**src/design/mbrb_pkg.sv**
```systemverilog
// shared types, constants and helper functions of the region bounds unit
`timescale 1ns / 1ps

package mbrb_pkg;

  localparam int MAX_DIM         = 1024;
  localparam int RATIO_FRAC_BITS = 8;

  localparam int POS_W      = 10;
  localparam int CNT_W      = 11;
  localparam int RATIO_W    = 16;
  localparam int MODE_W     = 3;
  localparam int HALF_W     = 10;
  localparam int CFG_IDX_W  = 3;
  localparam int CFG_DATA_W = 16;
  localparam int NUM_AXES   = 3;
  localparam int AXIS_W     = $clog2(NUM_AXES);

  localparam int QUEUE_DEPTH = 2;
  localparam int QPTR_W      = $clog2(QUEUE_DEPTH);
  localparam int QCNT_W      = $clog2(QUEUE_DEPTH + 1);

  // fixed point widths of the ratio extension path
  localparam int SCALE_SH = RATIO_FRAC_BITS + 1;
  localparam int SPAN_W   = POS_W + 1;
  localparam int PROD_W   = SPAN_W + RATIO_W;
  localparam int EXT_W    = POS_W + SCALE_SH + 2;
  localparam int SAT_W    = EXT_W + 4;
  localparam int WIDE_W   = PROD_W + 2;
  localparam int LO_W     = POS_W + 3;

  localparam logic [MODE_W-1:0] MODE_ABOVE   = 3'd1;
  localparam logic [MODE_W-1:0] MODE_BELOW   = 3'd2;
  localparam logic [MODE_W-1:0] MODE_BETWEEN = 3'd3;
  localparam logic [MODE_W-1:0] MODE_RATIO   = 3'd4;
  localparam logic [MODE_W-1:0] MODE_FIXED   = 3'd5;

  typedef enum logic [CFG_IDX_W-1:0] {
    REG_ROI_MODE     = 3'd0,
    REG_ROW_COUNT    = 3'd1,
    REG_COL_COUNT    = 3'd2,
    REG_SLICE_COUNT  = 3'd3,
    REG_EXTEND_RATIO = 3'd4,
    REG_CUBE_FLAG    = 3'd5,
    REG_HALF_EXTENT  = 3'd6
  } cfg_reg_e;

  typedef struct packed {
    logic [MODE_W-1:0]  roi_mode;
    logic [CNT_W-1:0]   row_count;
    logic [CNT_W-1:0]   col_count;
    logic [CNT_W-1:0]   slice_count;
    logic [RATIO_W-1:0] extend_ratio;
    logic               cube_flag;
    logic [HALF_W-1:0]  half_extent;
  } cfg_t;

  localparam cfg_t CFG_RESET = '{
    roi_mode:     MODE_BETWEEN,
    row_count:    CNT_W'(MAX_DIM),
    col_count:    CNT_W'(MAX_DIM),
    slice_count:  CNT_W'(MAX_DIM),
    extend_ratio: RATIO_W'(1 << RATIO_FRAC_BITS),
    cube_flag:    1'b0,
    half_extent:  '0
  };

  // axis 0 rows, 1 columns, 2 slices
  typedef struct packed {
    logic [NUM_AXES-1:0][POS_W-1:0] min_pos;
    logic [NUM_AXES-1:0][POS_W-1:0] max_pos;
    logic                           any_found;
  } box_t;

  localparam box_t BOX_CLEAR = '{min_pos: '1, max_pos: '0, any_found: 1'b0};

  typedef struct packed {
    logic [NUM_AXES-1:0][POS_W-1:0] low;
    logic [NUM_AXES-1:0][POS_W-1:0] high;
    logic                           status;
  } res_t;

  typedef struct packed {
    logic full;
    logic empty;
  } q_stat_t;

  function automatic logic [POS_W-1:0] eff_limit(input logic [CNT_W-1:0] c);
    logic [POS_W-1:0] r;
    if (c == '0) begin
      r = '0;
    end else if (32'(c) > MAX_DIM) begin
      r = POS_W'(MAX_DIM - 1);
    end else begin
      r = POS_W'(c - CNT_W'(1));
    end
    return r;
  endfunction

  function automatic logic [POS_W-1:0] sat(input logic signed [SAT_W-1:0] v,
                                           input logic [POS_W-1:0] lim);
    logic signed [SAT_W-1:0] lim_s;
    logic [POS_W-1:0]        r;
    lim_s = $signed(SAT_W'(lim));
    if (v < 0) begin
      r = '0;
    end else if (v > lim_s) begin
      r = lim;
    end else begin
      r = v[POS_W-1:0];
    end
    return r;
  endfunction

  // divide by the scale, rounding toward zero
  function automatic logic signed [SAT_W-1:0] trunc_div(input logic signed [SAT_W-1:0] v);
    logic signed [SAT_W-1:0] bias;
    bias = v[SAT_W-1] ? SAT_W'((1 << SCALE_SH) - 1) : '0;
    return (v + bias) >>> SCALE_SH;
  endfunction

endpackage

```
**src/design/mbrb_box_queue.sv**
```systemverilog
// short queue of finished boxes between the voxel front and the bounds back
`timescale 1ns / 1ps

module mbrb_box_queue import mbrb_pkg::*; (
  input  logic    clk_i,
  input  logic    rst_ni,
  input  logic    push_i,
  input  box_t    data_i,
  input  logic    pop_i,
  output box_t    data_o,
  output q_stat_t stat_o
);

  box_t              mem_q [QUEUE_DEPTH];
  logic [QPTR_W-1:0] wr_q, wr_d, rd_q, rd_d;
  logic [QCNT_W-1:0] cnt_q, cnt_d;
  logic              do_push, do_pop;

  assign stat_o.full  = (cnt_q == QCNT_W'(QUEUE_DEPTH));
  assign stat_o.empty = (cnt_q == '0);
  assign data_o       = mem_q[rd_q];

  assign do_push = push_i && !stat_o.full;
  assign do_pop  = pop_i && !stat_o.empty;

  always_comb begin
    wr_d  = wr_q;
    rd_d  = rd_q;
    cnt_d = cnt_q;
    if (do_push) begin
      wr_d = (wr_q == QPTR_W'(QUEUE_DEPTH - 1)) ? '0 : wr_q + QPTR_W'(1);
    end
    if (do_pop) begin
      rd_d = (rd_q == QPTR_W'(QUEUE_DEPTH - 1)) ? '0 : rd_q + QPTR_W'(1);
    end
    if (do_push && !do_pop) begin
      cnt_d = cnt_q + QCNT_W'(1);
    end else if (do_pop && !do_push) begin
      cnt_d = cnt_q - QCNT_W'(1);
    end
  end

  always_ff @(posedge clk_i or negedge rst_ni) begin
    if (!rst_ni) begin
      wr_q  <= '0;
      rd_q  <= '0;
      cnt_q <= '0;
    end else begin
      wr_q  <= wr_d;
      rd_q  <= rd_d;
      cnt_q <= cnt_d;
    end
  end

  always_ff @(posedge clk_i) begin
    if (do_push) begin
      mem_q[wr_q] <= data_i;
    end
  end

endmodule

```
**src/design/mbrb_front.sv**
```systemverilog
// voxel front: tracks the bounding box and hands it over on the last voxel
`timescale 1ns / 1ps

module mbrb_front import mbrb_pkg::*; (
  input  logic             clk_i,
  input  logic             rst_ni,
  input  logic             accept_i,
  input  logic [POS_W-1:0] row_pos_i,
  input  logic [POS_W-1:0] col_pos_i,
  input  logic [POS_W-1:0] slice_pos_i,
  input  logic             inside_req_i,
  input  logic             last_voxel_i,
  output logic             push_o,
  output box_t             box_o
);

  box_t                           box_q, box_d, upd;
  logic [NUM_AXES-1:0][POS_W-1:0] pos;

  assign pos = {slice_pos_i, col_pos_i, row_pos_i};

  always_comb begin
    upd = box_q;
    if (inside_req_i) begin
      for (int a = 0; a < NUM_AXES; a++) begin
        if (pos[a] < box_q.min_pos[a]) begin
          upd.min_pos[a] = pos[a];
        end
        if (pos[a] > box_q.max_pos[a]) begin
          upd.max_pos[a] = pos[a];
        end
      end
      upd.any_found = 1'b1;
    end
  end

  assign push_o = accept_i && last_voxel_i;
  assign box_o  = upd;

  always_comb begin
    box_d = box_q;
    if (accept_i) begin
      box_d = last_voxel_i ? BOX_CLEAR : upd;
    end
  end

  always_ff @(posedge clk_i or negedge rst_ni) begin
    if (!rst_ni) begin
      box_q <= BOX_CLEAR;
    end else begin
      box_q <= box_d;
    end
  end

endmodule

```
**src/design/mbrb_back.sv**
```systemverilog
// bounds back: turns one finished box into crop bounds per mode
`timescale 1ns / 1ps

module mbrb_back import mbrb_pkg::*; (
  input  logic    clk_i,
  input  logic    rst_ni,
  input  cfg_t    cfg_i,
  input  q_stat_t q_stat_i,
  input  box_t    q_data_i,
  output logic    q_pop_o,
  input  logic    pop_i,
  output logic    res_valid_o,
  output res_t    res_o
);

  typedef enum logic [6:0] {
    ST_IDLE   = 7'b0000001,
    ST_MUL    = 7'b0000010,
    ST_CLAMP  = 7'b0000100,
    ST_CUBE   = 7'b0001000,
    ST_LOW    = 7'b0010000,
    ST_HIGH   = 7'b0100000,
    ST_DIRECT = 7'b1000000
  } state_e;

  localparam logic [AXIS_W-1:0] LAST_AXIS = AXIS_W'(NUM_AXES - 1);

  state_e                  state_q, state_d;
  box_t                    box_q, box_d;
  logic [AXIS_W-1:0]       axis_q, axis_d;
  logic [PROD_W-1:0]       prod_q, prod_d;
  logic signed [EXT_W-1:0] ext_q [NUM_AXES];
  logic signed [EXT_W-1:0] ext_d [NUM_AXES];
  logic signed [LO_W-1:0]  lo_q [NUM_AXES];
  logic signed [LO_W-1:0]  lo_d [NUM_AXES];
  res_t                    res_q, res_d;
  logic                    res_valid_q, res_valid_d;

  logic [NUM_AXES-1:0][CNT_W-1:0] cnt;
  logic [NUM_AXES-1:0][POS_W-1:0] lim;
  logic [POS_W:0]                 csum [NUM_AXES];
  logic signed [SAT_W-1:0]        cent_s [NUM_AXES];
  logic signed [SAT_W-1:0]        lim_s [NUM_AXES];
  logic signed [SAT_W-1:0]        half_s;
  logic [SPAN_W-1:0]              span;
  logic signed [SAT_W-1:0]        up, min_s, up_sc;
  logic signed [EXT_W-1:0]        big;
  logic signed [SAT_W-1:0]        num, num_hi;

  assign cnt    = {cfg_i.slice_count, cfg_i.col_count, cfg_i.row_count};
  assign half_s = $signed(SAT_W'(cfg_i.half_extent));

  always_comb begin
    for (int a = 0; a < NUM_AXES; a++) begin
      lim[a]    = eff_limit(cnt[a]);
      lim_s[a]  = $signed(SAT_W'(lim[a]));
      csum[a]   = {1'b0, box_q.min_pos[a]} + {1'b0, box_q.max_pos[a]};
      cent_s[a] = $signed(SAT_W'(csum[a][POS_W:1]));
    end
  end

  always_comb begin
    state_d     = state_q;
    box_d       = box_q;
    axis_d      = axis_q;
    prod_d      = prod_q;
    ext_d       = ext_q;
    lo_d        = lo_q;
    res_d       = res_q;
    res_valid_d = res_valid_q;
    q_pop_o     = 1'b0;
    span        = '0;
    up          = '0;
    min_s       = '0;
    up_sc       = '0;
    big         = '0;
    num         = '0;
    num_hi      = '0;

    if (pop_i) begin
      res_valid_d = 1'b0;
    end

    unique case (state_q)
      ST_IDLE: begin
        if (!q_stat_i.empty && !res_valid_q) begin
          q_pop_o = 1'b1;
          box_d   = q_data_i;
          axis_d  = '0;
          state_d = (q_data_i.any_found && cfg_i.roi_mode == MODE_RATIO) ? ST_MUL : ST_DIRECT;
        end
      end
      ST_MUL: begin
        span    = SPAN_W'({1'b0, box_q.max_pos[axis_q]}) -
                  SPAN_W'({1'b0, box_q.min_pos[axis_q]}) + SPAN_W'(1);
        prod_d  = PROD_W'(span) * PROD_W'(cfg_i.extend_ratio);
        state_d = ST_CLAMP;
      end
      ST_CLAMP: begin
        // extension limited by the distance to the nearer edge
        up    = lim_s[axis_q] - $signed(SAT_W'(box_q.max_pos[axis_q]));
        min_s = $signed(SAT_W'(box_q.min_pos[axis_q]));
        if (up > min_s) begin
          up = min_s;
        end
        up_sc = up <<< SCALE_SH;
        if ($signed(WIDE_W'(prod_q)) > WIDE_W'(up_sc)) begin
          ext_d[axis_q] = EXT_W'(up_sc);
        end else begin
          ext_d[axis_q] = $signed(EXT_W'(prod_q));
        end
        if (axis_q == LAST_AXIS) begin
          axis_d  = '0;
          state_d = ST_CUBE;
        end else begin
          axis_d  = axis_q + AXIS_W'(1);
          state_d = ST_MUL;
        end
      end
      ST_CUBE: begin
        big = ext_q[0];
        for (int a = 1; a < NUM_AXES; a++) begin
          if (ext_q[a] > big) begin
            big = ext_q[a];
          end
        end
        if (cfg_i.cube_flag) begin
          for (int a = 0; a < NUM_AXES; a++) begin
            ext_d[a] = big;
          end
        end
        state_d = ST_LOW;
      end
      ST_LOW: begin
        for (int a = 0; a < NUM_AXES; a++) begin
          num     = (cent_s[a] <<< SCALE_SH) - SAT_W'(ext_q[a]);
          lo_d[a] = LO_W'(trunc_div(num));
        end
        state_d = ST_HIGH;
      end
      ST_HIGH: begin
        for (int a = 0; a < NUM_AXES; a++) begin
          num_hi        = (SAT_W'(lo_q[a]) <<< SCALE_SH) + (SAT_W'(ext_q[a]) <<< 1);
          res_d.low[a]  = sat(SAT_W'(lo_q[a]), lim[a]);
          res_d.high[a] = sat(trunc_div(num_hi), lim[a]);
        end
        res_d.status = 1'b0;
        res_valid_d  = 1'b1;
        state_d      = ST_IDLE;
      end
      ST_DIRECT: begin
        if (!box_q.any_found) begin
          res_d        = '0;
          res_d.status = 1'b1;
        end else if (cfg_i.roi_mode == MODE_FIXED) begin
          for (int a = 0; a < NUM_AXES; a++) begin
            res_d.low[a]  = sat(cent_s[a] - half_s, lim[a]);
            res_d.high[a] = sat(cent_s[a] + half_s, lim[a]);
          end
          res_d.status = 1'b0;
        end else begin
          // rows and columns span the whole image
          for (int a = 0; a < NUM_AXES - 1; a++) begin
            res_d.low[a]  = '0;
            res_d.high[a] = lim[a];
          end
          priority if (cfg_i.roi_mode == MODE_ABOVE) begin
            res_d.low[NUM_AXES-1]  = sat(SAT_W'(box_q.max_pos[NUM_AXES-1]), lim[NUM_AXES-1]);
            res_d.high[NUM_AXES-1] = lim[NUM_AXES-1];
          end else if (cfg_i.roi_mode == MODE_BELOW) begin
            res_d.low[NUM_AXES-1]  = '0;
            res_d.high[NUM_AXES-1] = sat(SAT_W'(box_q.min_pos[NUM_AXES-1]), lim[NUM_AXES-1]);
          end else begin
            res_d.low[NUM_AXES-1]  = sat(SAT_W'(box_q.min_pos[NUM_AXES-1]), lim[NUM_AXES-1]);
            res_d.high[NUM_AXES-1] = sat(SAT_W'(box_q.max_pos[NUM_AXES-1]), lim[NUM_AXES-1]);
          end
          res_d.status = 1'b0;
        end
        res_valid_d = 1'b1;
        state_d     = ST_IDLE;
      end
      default: begin
        state_d = ST_IDLE;
      end
    endcase
  end

  always_ff @(posedge clk_i or negedge rst_ni) begin
    if (!rst_ni) begin
      state_q     <= ST_IDLE;
      axis_q      <= '0;
      res_valid_q <= 1'b0;
    end else begin
      state_q     <= state_d;
      axis_q      <= axis_d;
      res_valid_q <= res_valid_d;
    end
  end

  always_ff @(posedge clk_i) begin
    box_q  <= box_d;
    prod_q <= prod_d;
    ext_q  <= ext_d;
    lo_q   <= lo_d;
    res_q  <= res_d;
  end

  assign res_valid_o = res_valid_q;
  assign res_o       = res_q;

endmodule

```
**src/design/mask_bbox_roi_bounds_unit.sv**
```systemverilog
// Mask bounding box region bounds unit, top level.
// Voxels are taken one per cycle with no stall while the box queue has room.
// After the last voxel, a result in mode 4 passes through three shared multiply
// and clamp steps, then cube, low and high steps; every other mode and a blank
// mask take the single direct step of the bounds sequencer.
// Reset clears the box, the queue, the result valid flag and loads the default
// configuration; nothing else is needed before the first voxel.
`timescale 1ns / 1ps

module mask_bbox_roi_bounds_unit import mbrb_pkg::*; (
  input  logic                  clk_i,
  input  logic                  rst_ni,
  input  logic                  cfg_we_i,
  input  logic [CFG_IDX_W-1:0]  cfg_addr_i,
  input  logic [CFG_DATA_W-1:0] cfg_wdata_i,
  input  logic                  push,
  output logic                  full,
  input  logic [POS_W-1:0]      row_pos_i,
  input  logic [POS_W-1:0]      col_pos_i,
  input  logic [POS_W-1:0]      slice_pos_i,
  input  logic                  inside_req_i,
  input  logic                  last_voxel_i,
  output logic                  empty,
  input  logic                  pop,
  output logic [POS_W-1:0]      row_low_o,
  output logic [POS_W-1:0]      row_high_o,
  output logic [POS_W-1:0]      col_low_o,
  output logic [POS_W-1:0]      col_high_o,
  output logic [POS_W-1:0]      slice_low_o,
  output logic [POS_W-1:0]      slice_high_o,
  output logic                  status_o
);

  cfg_t    cfg_q, cfg_d;
  logic    accept, front_push, q_pop, res_valid;
  box_t    front_box, q_data;
  q_stat_t q_stat;
  res_t    res;

  always_comb begin
    cfg_d = cfg_q;
    if (cfg_we_i) begin
      unique case (cfg_addr_i)
        REG_ROI_MODE:     cfg_d.roi_mode     = cfg_wdata_i[MODE_W-1:0];
        REG_ROW_COUNT:    cfg_d.row_count    = cfg_wdata_i[CNT_W-1:0];
        REG_COL_COUNT:    cfg_d.col_count    = cfg_wdata_i[CNT_W-1:0];
        REG_SLICE_COUNT:  cfg_d.slice_count  = cfg_wdata_i[CNT_W-1:0];
        REG_EXTEND_RATIO: cfg_d.extend_ratio = cfg_wdata_i[RATIO_W-1:0];
        REG_CUBE_FLAG:    cfg_d.cube_flag    = cfg_wdata_i[0];
        REG_HALF_EXTENT:  cfg_d.half_extent  = cfg_wdata_i[HALF_W-1:0];
        default: begin
        end
      endcase
    end
  end

  always_ff @(posedge clk_i or negedge rst_ni) begin
    if (!rst_ni) begin
      cfg_q <= CFG_RESET;
    end else begin
      cfg_q <= cfg_d;
    end
  end

  assign full   = q_stat.full;
  assign accept = push && !q_stat.full;

  mbrb_front u_front (
    .clk_i,
    .rst_ni,
    .accept_i (accept),
    .row_pos_i,
    .col_pos_i,
    .slice_pos_i,
    .inside_req_i,
    .last_voxel_i,
    .push_o   (front_push),
    .box_o    (front_box)
  );

  mbrb_box_queue u_queue (
    .clk_i,
    .rst_ni,
    .push_i (front_push),
    .data_i (front_box),
    .pop_i  (q_pop),
    .data_o (q_data),
    .stat_o (q_stat)
  );

  mbrb_back u_back (
    .clk_i,
    .rst_ni,
    .cfg_i       (cfg_q),
    .q_stat_i    (q_stat),
    .q_data_i    (q_data),
    .q_pop_o     (q_pop),
    .pop_i       (pop && res_valid),
    .res_valid_o (res_valid),
    .res_o       (res)
  );

  assign empty        = !res_valid;
  assign row_low_o    = res.low[0];
  assign row_high_o   = res.high[0];
  assign col_low_o    = res.low[1];
  assign col_high_o   = res.high[1];
  assign slice_low_o  = res.low[2];
  assign slice_high_o = res.high[2];
  assign status_o     = res.status;

endmodule

```
**config.mk**
```make
export PLATFORM = sky130hd
export DESIGN_NAME = mask_bbox_roi_bounds_unit
export DESIGN_NICKNAME = d
export VERILOG_FILES = /design/src/design/mbrb_pkg.sv /design/src/design/mbrb_box_queue.sv /design/src/design/mbrb_front.sv /design/src/design/mbrb_back.sv /design/src/design/mask_bbox_roi_bounds_unit.sv
export SDC_FILE = /design/constraint.sdc
export NUM_CORES = 2
export LEC_CHECK = 0
export BUFFER_PORTS_ARGS = -buffer_cell sky130_fd_sc_hd__buf_2
export CAP_MARGIN = 40
export CELL_PAD_IN_SITES_DETAIL_PLACEMENT = 1
export CELL_PAD_IN_SITES_GLOBAL_PLACEMENT = 2
export CORE_MARGIN = 2
export CORE_UTILIZATION = 35
export CTS_CLUSTER_DIAMETER = 30
export DETAILED_ROUTE_END_ITERATION = 8
export PLACE_DENSITY = 0.77
export SETUP_SLACK_MARGIN = 0.1
export SLEW_MARGIN = 10
export SYNTH_ARGS = -nofsm -noshare
export SYNTH_HDL_FRONTEND = slang
export SYNTH_SLANG_ARGS = --single-unit
```
**constraint.sdc**
```tcl
create_clock -name clk_i -period 12.7 [get_ports clk_i]
set_clock_uncertainty 0.1 [all_clocks]
set_input_delay 2.54 -clock clk_i [delete_from_list [all_inputs] [get_ports clk_i]]
set_output_delay 2.54 -clock clk_i [all_outputs]
set_load 0.005 [all_outputs]
```
# Word level (Yosys, flattened, before mapping)
# Memories as Yosys holds them, arrays and structs flattened.
# Index checks and enable logic that the tools add are counted.
# word_totals
n_memories	1
wordCells	264
reg_bits	389
input_bits	56
out_inout_bits	63
mem_bits_rw	122
# mem_list
name	depth	word_bits	rd	rd_clocked_by_memory_dff	wr	line	source
u_queue.mem_q	2	61	1	0	1	mbrb_box_queue.sv:14	box_t mem_q [QUEUE_DEPTH];
# op_classes
eq_ne	21
n_reduce_logical	36
bitwise	1
n_lt_le_gt_ge	42
mux	89
mul	1
addsub	32
# ops
operator	count
10-bit two-way mux	44
61-bit two-way mux	4
63-bit bitwise mux	2
63-bit two-way mux	2
63-bit one-hot mux with 2 select lines	1
61-bit one-hot mux with 2 select lines	1
25-bit by 11-bit greater-than comparator with 1-bit output	4
21-bit two-way mux	4
25-bit by 1-bit < comparator with 1-bit output (second input constant)	3
23-bit by 10-bit adder with 24-bit output	3
22-bit by 22-bit adder with 23-bit output	3
10-bit by 10-bit adder with 11-bit output	6
22-bit by 10-bit adder with 22-bit output	3
20-bit by 21-bit subtractor with 22-bit output	3
9-bit two-way mux	6
25-bit binary-select mux with 2-bit select	1
10-bit greater-than comparator	5
25-bit two-way mux	2
16-bit by 11-bit greater-than comparator with 1-bit output	3
16-bit by 1-bit < comparator with 1-bit output (second input constant)	3
10-bit by 10-bit subtractor with 11-bit output	4
21-bit demux with 2-bit select	1
21-bit greater-than comparator	2
10-bit binary-select mux with 2-bit select	2
other kinds (46)	110

# Longest topological paths before layout
# logic_depth
word_depth	13
depth_mapped	40
mapped_depth_nobuf	37

# Modules after synthesis
# Synthesis repeated with hierarchy kept, for this count alone.
# hier_totals
hier_cells	4615
hier_area_um2	46523.4
# by_module_without_submodules
module	cells_per_inst	n_inst	seq_area_each_um2	area_per_inst_um2
mbrb_back	3752	1	7788.7	34169.0
mbrb_front	512	1	1564.0	4977.3
mbrb_box_queue	209	1	3763.6	4899.7
mask_bbox_roi_bounds_unit	142	1	1584.0	2477.4

# Least setup slack after synthesis
# No wires, ideal clock.
# synth_timing
kind	register -> register
startpoint	register u_back.axis_q[1]
endpoint	register u_back.prod_q[26] (data pin)
path_stages_with_launch	36
setup_time_ns	0.261
t_arrival_ns	9.381
slack_ns	2.958
required_ns	12.339
period_less_slack_ns	9.742
path_buffers	4
path_cell_list	dfrtp_1 -> clkbuf_1 -> buf_1 -> buf_1 -> mux2i_1 -> nor2_1 -> a21oi_1 -> inv_1 -> ha_1 -> ha_1 -> a21o_1 -> a21oi_1 -> o21bai_1 -> a21oi_1 -> o21bai_1 -> a21oi_1 -> o21bai_1 -> a21oi_1 -> xor2_1 -> clkbuf_1 -> nand2_1 -> fa_1 -> inv_1 -> fa_1 -> fa_1 -> fa_1 -> fa_1 -> ha_1 -> a21o_1 -> a211o_1 -> o22ai_1 -> o21ai_0 -> a221o_1 -> nor4_1 -> o31ai_1 -> a311o_1
# synth_via
elab_chain_len	5
elab_cells_between_ends	7
cone_classes	add/sub: 2; mul: 1; mux: 4
# synth_lines
item	line	source
start: declaration	mbrb_back.sv:30	logic [AXIS_W-1:0] axis_q, axis_d;
start signal: assignment	mbrb_back.sv:195	axis_q <= axis_d;
10-bit binary-select mux with 2-bit select, on equally long branches	mbrb_back.sv:94, mbrb_back.sv:95	
10-bit two-way mux, on equally long branches	mbrb_back.sv:94, mbrb_back.sv:95	
10-bit by 10-bit subtractor with 11-bit output (*)	mbrb_back.sv:94	span = SPAN_W'({1'b0, box_q.max_pos[axis_q]}) -
11-bit by 1-bit adder with 11-bit output (*)	mbrb_back.sv:95	SPAN_W'({1'b0, box_q.min_pos[axis_q]}) + SPAN_W'(1);
11-bit by 16-bit multiplier with 27-bit output (*)	mbrb_back.sv:96	prod_d = PROD_W'(span) * PROD_W'(cfg_i.extend_ratio);
end signal: assignment	mbrb_back.sv:202	prod_q <= prod_d;
end: declaration	mbrb_back.sv:31	logic [PROD_W-1:0] prod_q, prod_d;
# Every way passes the cells marked *; elsewhere a longest branch is shown, timed or not. The select of a mux whose other input is x is not followed.
# A chain may end at the register's enable or synchronous reset.

# Worst setup path after layout
# Same ends and word-level chain as after synthesis.

==> reports/results.md <==
| Metric | This run | Unit |
|:---|:---|:---|
| Core region area | 129,000 | sq um |
| MaxCap Viol Count | 0 | - |
| TritonCTS clock tree | built | - |
| Overall Global Routing Usage | 23.92 | % |
| Max Slew Vio Count | 0 | - |
| Die footprint | 132,400 | sq um |
| Simple logic cell fraction of the synthesized area | 12.38 | % |
| Pin count of the biggest net entering global routing | 74 | - |
| Worst endpoint required time | 13.09 | ns |
| Largest stage delay, worst path | 0.75 | ns |
| Number of library cell types mapped by synthesis | 93 | - |
| Root Buffer | clkbuf_16 | - |
| Number of vias per cell | 5.554 | - |
| Post-synthesis compound-gate area fraction | 16.67 | % |
| Slew Limit Headroom | 33.34 | % |
| Count of boundary I/O pins | 119 | - |
| Final number of setup-violating endpoints | 0 | - |
| Register bit total from synthesis | 511 | - |
| Wirelength, routed | 158.9 | mm |
| Die width | 363.9 | um |
| Period utilization | 79.40 | % |
| Sequential Area | 14,700 | sq um |
| Gate Count Post-Synth | 4,628 | - |
| Fill cell count | 14,510 | - |
| Number of hold buffers added after CTS | 0 | - |
| Post-DP HPWL | 125.4 | mm |
| Post-layout minimum cycle time | 10.08 | ns |
| Data arrival time of the critical path | 10.48 | ns |
| Number of flops mapped to enable cells by yosys | 373 | - |
| Remaining antenna violation count after routing | 0 | - |
| Worst setup EP type | flip-flop | - |
| Number of nets in the synthesized netlist | 5,393 | - |
| Number of warnings reported in the yosys synthesis log | 0 | - |
| Clock buffer depth | 3 | - |
| Wire length of the first global-routing pass | 239.7 | mm |
| Crit path max fanout | 47 | - |
| Most frequently used flop master after synthesis | edfxtp_1 | - |
| Sequential fraction of the synthesis area | 32.42 | % |
| Uppermost metal layer occupied by signal nets | met4 | - |
| Drt first pass iters | 5 | - |
| Avg WL per Cell | 23.88 | um |
| Status | finished clean | - |
| Number of global-route vias before repair | 38,595 | - |
| Total grt overflow | 0 | - |
| Antenna violations before repair | 1 | - |
| Count of input and output buffers | 118 | - |
| Critical Path Slowest Stage Cell | nor2b_1 | - |
| Post-CTS Setup Bufs | 0 | - |
| Synthesis-to-layout area growth | 17.26 | % |
| Met1 WL | 70.00 | mm |
| Clock latency reported for the late side of the worst-skew pair | 0.78 | ns |
| CTS Sinks | 511 | - |
| Synth Cell Area | 45,340 | sq um |
| Sum of met2 wire segment lengths after detailed routing | 76.00 | mm |
| Cell row count | 132 | - |
| Iter 0 DRT Violations | 2,207 | - |
| Clock-pin slew of the registers on the worst-case setup and hold paths | 0.04 | ns |
| Fin nets | 5,569 | - |
| Effective utilization at floorplan | 35.15 | % |
| Cell taking the most area after synthesis | edfxtp_1 | - |
| Main area contributors after synthesis | edfxtp_1 25%, ha_1 16%, fa_1 6.1% | - |
| Sum of met3 wire segment lengths after detailed routing | 6.869 | mm |
| Worst Tran Pin Value | 0.9928 | ns |
| Area of the multi-input gates | 28,620 | sq um |
| Antenna cells | 0 | - |
| Adder-Cell Fraction of Synth Area | 21.89 | % |
| Synthesized area per cell | 9.797 | sq um |
| Kind of start point of the critical path | flip-flop | - |
| Total Negative Setup Slacks | 0 | ns |
| Inserted Clock Buffers | 131 | - |
| Share of post-route cells with drive strength above 1 | 14.26 | % |
| Routed via count | 36,943 | - |
| Main combinational cell family by area after synthesis | adder cells | - |
| Max Fclk | 0.09917 | GHz |
| Setup Crit Path Kind | reg2reg | - |
| Setup repair after global routing missed its margin | no | - |
| Ys async rst share | 27.01 | % |
| Weighted congestion reported at the end of routability-driven placement | 0.9343 | - |
| Commonest non-fill, non-tap cells in the layout | 570 x ha_1, 413 x inv_1, 373 x edfxtp_1 | - |
| Class of the tightest hold or removal check | reg2reg | - |
| Post-synth top area share | 24.70 | % |
| Total DRC errors in the routed layout | 0 | - |
| Commonest non-fill, non-tap cell in the layout | ha_1 | - |
| Vert. Die Dim | 363.9 | um |
| H-tree level count | 4 | - |
| Xor/xnor share of the synthesized area | 5.091 | % |
| Number of hold-slack violations in the final timing report | 0 | - |
| Fraction of synthesized area in multiplexers | 6.786 | % |
| Resized Gates After CTS | 0 | - |
## worst max-delay path: cells and delay by family, from the launching register on
kind | cells | cell delay, ns
flops | 1 | 0.38
xor+xnor | 1 | 0.17
buf+inv | 3 | 0.61
simple gates | 3 | 1.25
compound gates | 16 | 3.59
fa+ha+maj | 8 | 3.69
## through the flow
step | area (sq um) | cells | hold slack (ns) | worst slack (ns) | utilization, %
2_1_floorplan | 45340 | 4628 | 0.3587 | 2.958 | -
3_3_place_gp | 48040 | 6381 | 0.3777 | 2.970 | 37.24
3_5_place_dp | 48330 | 6409 | 0.3958 | 2.758 | 37.47
6_report | 53170 | 6652 | 0.3978 | 2.616 | 41.22
4_1_cts | 53080 | 6648 | 0.4038 | 2.675 | 41.15
5_1_grt | 53170 | 6652 | 0.4162 | 1.980 | 41.22
## cell families after synthesis
group	count (synthesis)
buffers and inverters	574
adders and majority gates	710
and+or+nand+nor	1124
DFF	511
xor gates and xnor gates	261
AOI/OAI and AO/OA	1162
muxes	286
## area by class of cell
type | instances | share of cell area [%]
tap | 1742 | 4.100
clock buffer | 153 | 6.474
clock inverter | 86 | 2.457
sequential | 511 | 27.65
multi-input combinational | 3543 | 53.83
timing repair buffer | 201 | 2.553
inverter | 416 | 2.937
## routing by layer
metal / vias up / track usage, %
met1: 18632 / 30.75
met2: 783 / 40.31
met4: 0 / 9.641
li1: 17247 / -
met3: 281 / 3.412
met5: - / 0
## cells in the mapped netlist (91+ instances only)
master	instances
mux2_2	170
dfrtp_1	101
nand2_1	334
nor2_1	208
a21o_1	133
xnor2_1	176
ha_1	570
edfxtp_1	373
inv_1	414
and2_1	91
fa_1	139
nor3_1	118
o21ai_0	277
mux2i_1	115
clkbuf_1	136
a21oi_1	249
## final timing paths
kind / start / to / slack, ns / depth (start not counted)
min in group asynchronous: rst_ni / u_front.box_q[35] / 1.63 / 1
worst max register to register: u_back.axis_q[1] / u_back.prod_q[26] / 2.62 / 31
worst max-delay path: u_back.axis_q[1] / u_back.prod_q[26] / 2.62 / 31
worst min-delay path: u_queue.cnt_q[1] / u_queue.cnt_q[1] / 0.40 / 1
worst min register to register: u_queue.cnt_q[1] / u_queue.cnt_q[1] / 0.40 / 1
max in group asynchronous: rst_ni / cfg_q[59] / 9.78 / 4
## registers in the layout, indices dropped and copies added, names as in the netlist, 2 cells and up
signal	flops
u_back.prod_q	27
u_back.ext_q	63
u_front.box_q	61
cfg_q	63
u_queue.mem_q	122
u_back.box_q	61
u_back.axis_q	2
u_back.res_o	61
u_queue.cnt_q	2
u_back.lo_q	39
u_back.state_q	7
Power is left out: the tool's default activity adds up to more than one toggle a clock period on the data nets, which glitch-free logic cannot reach.
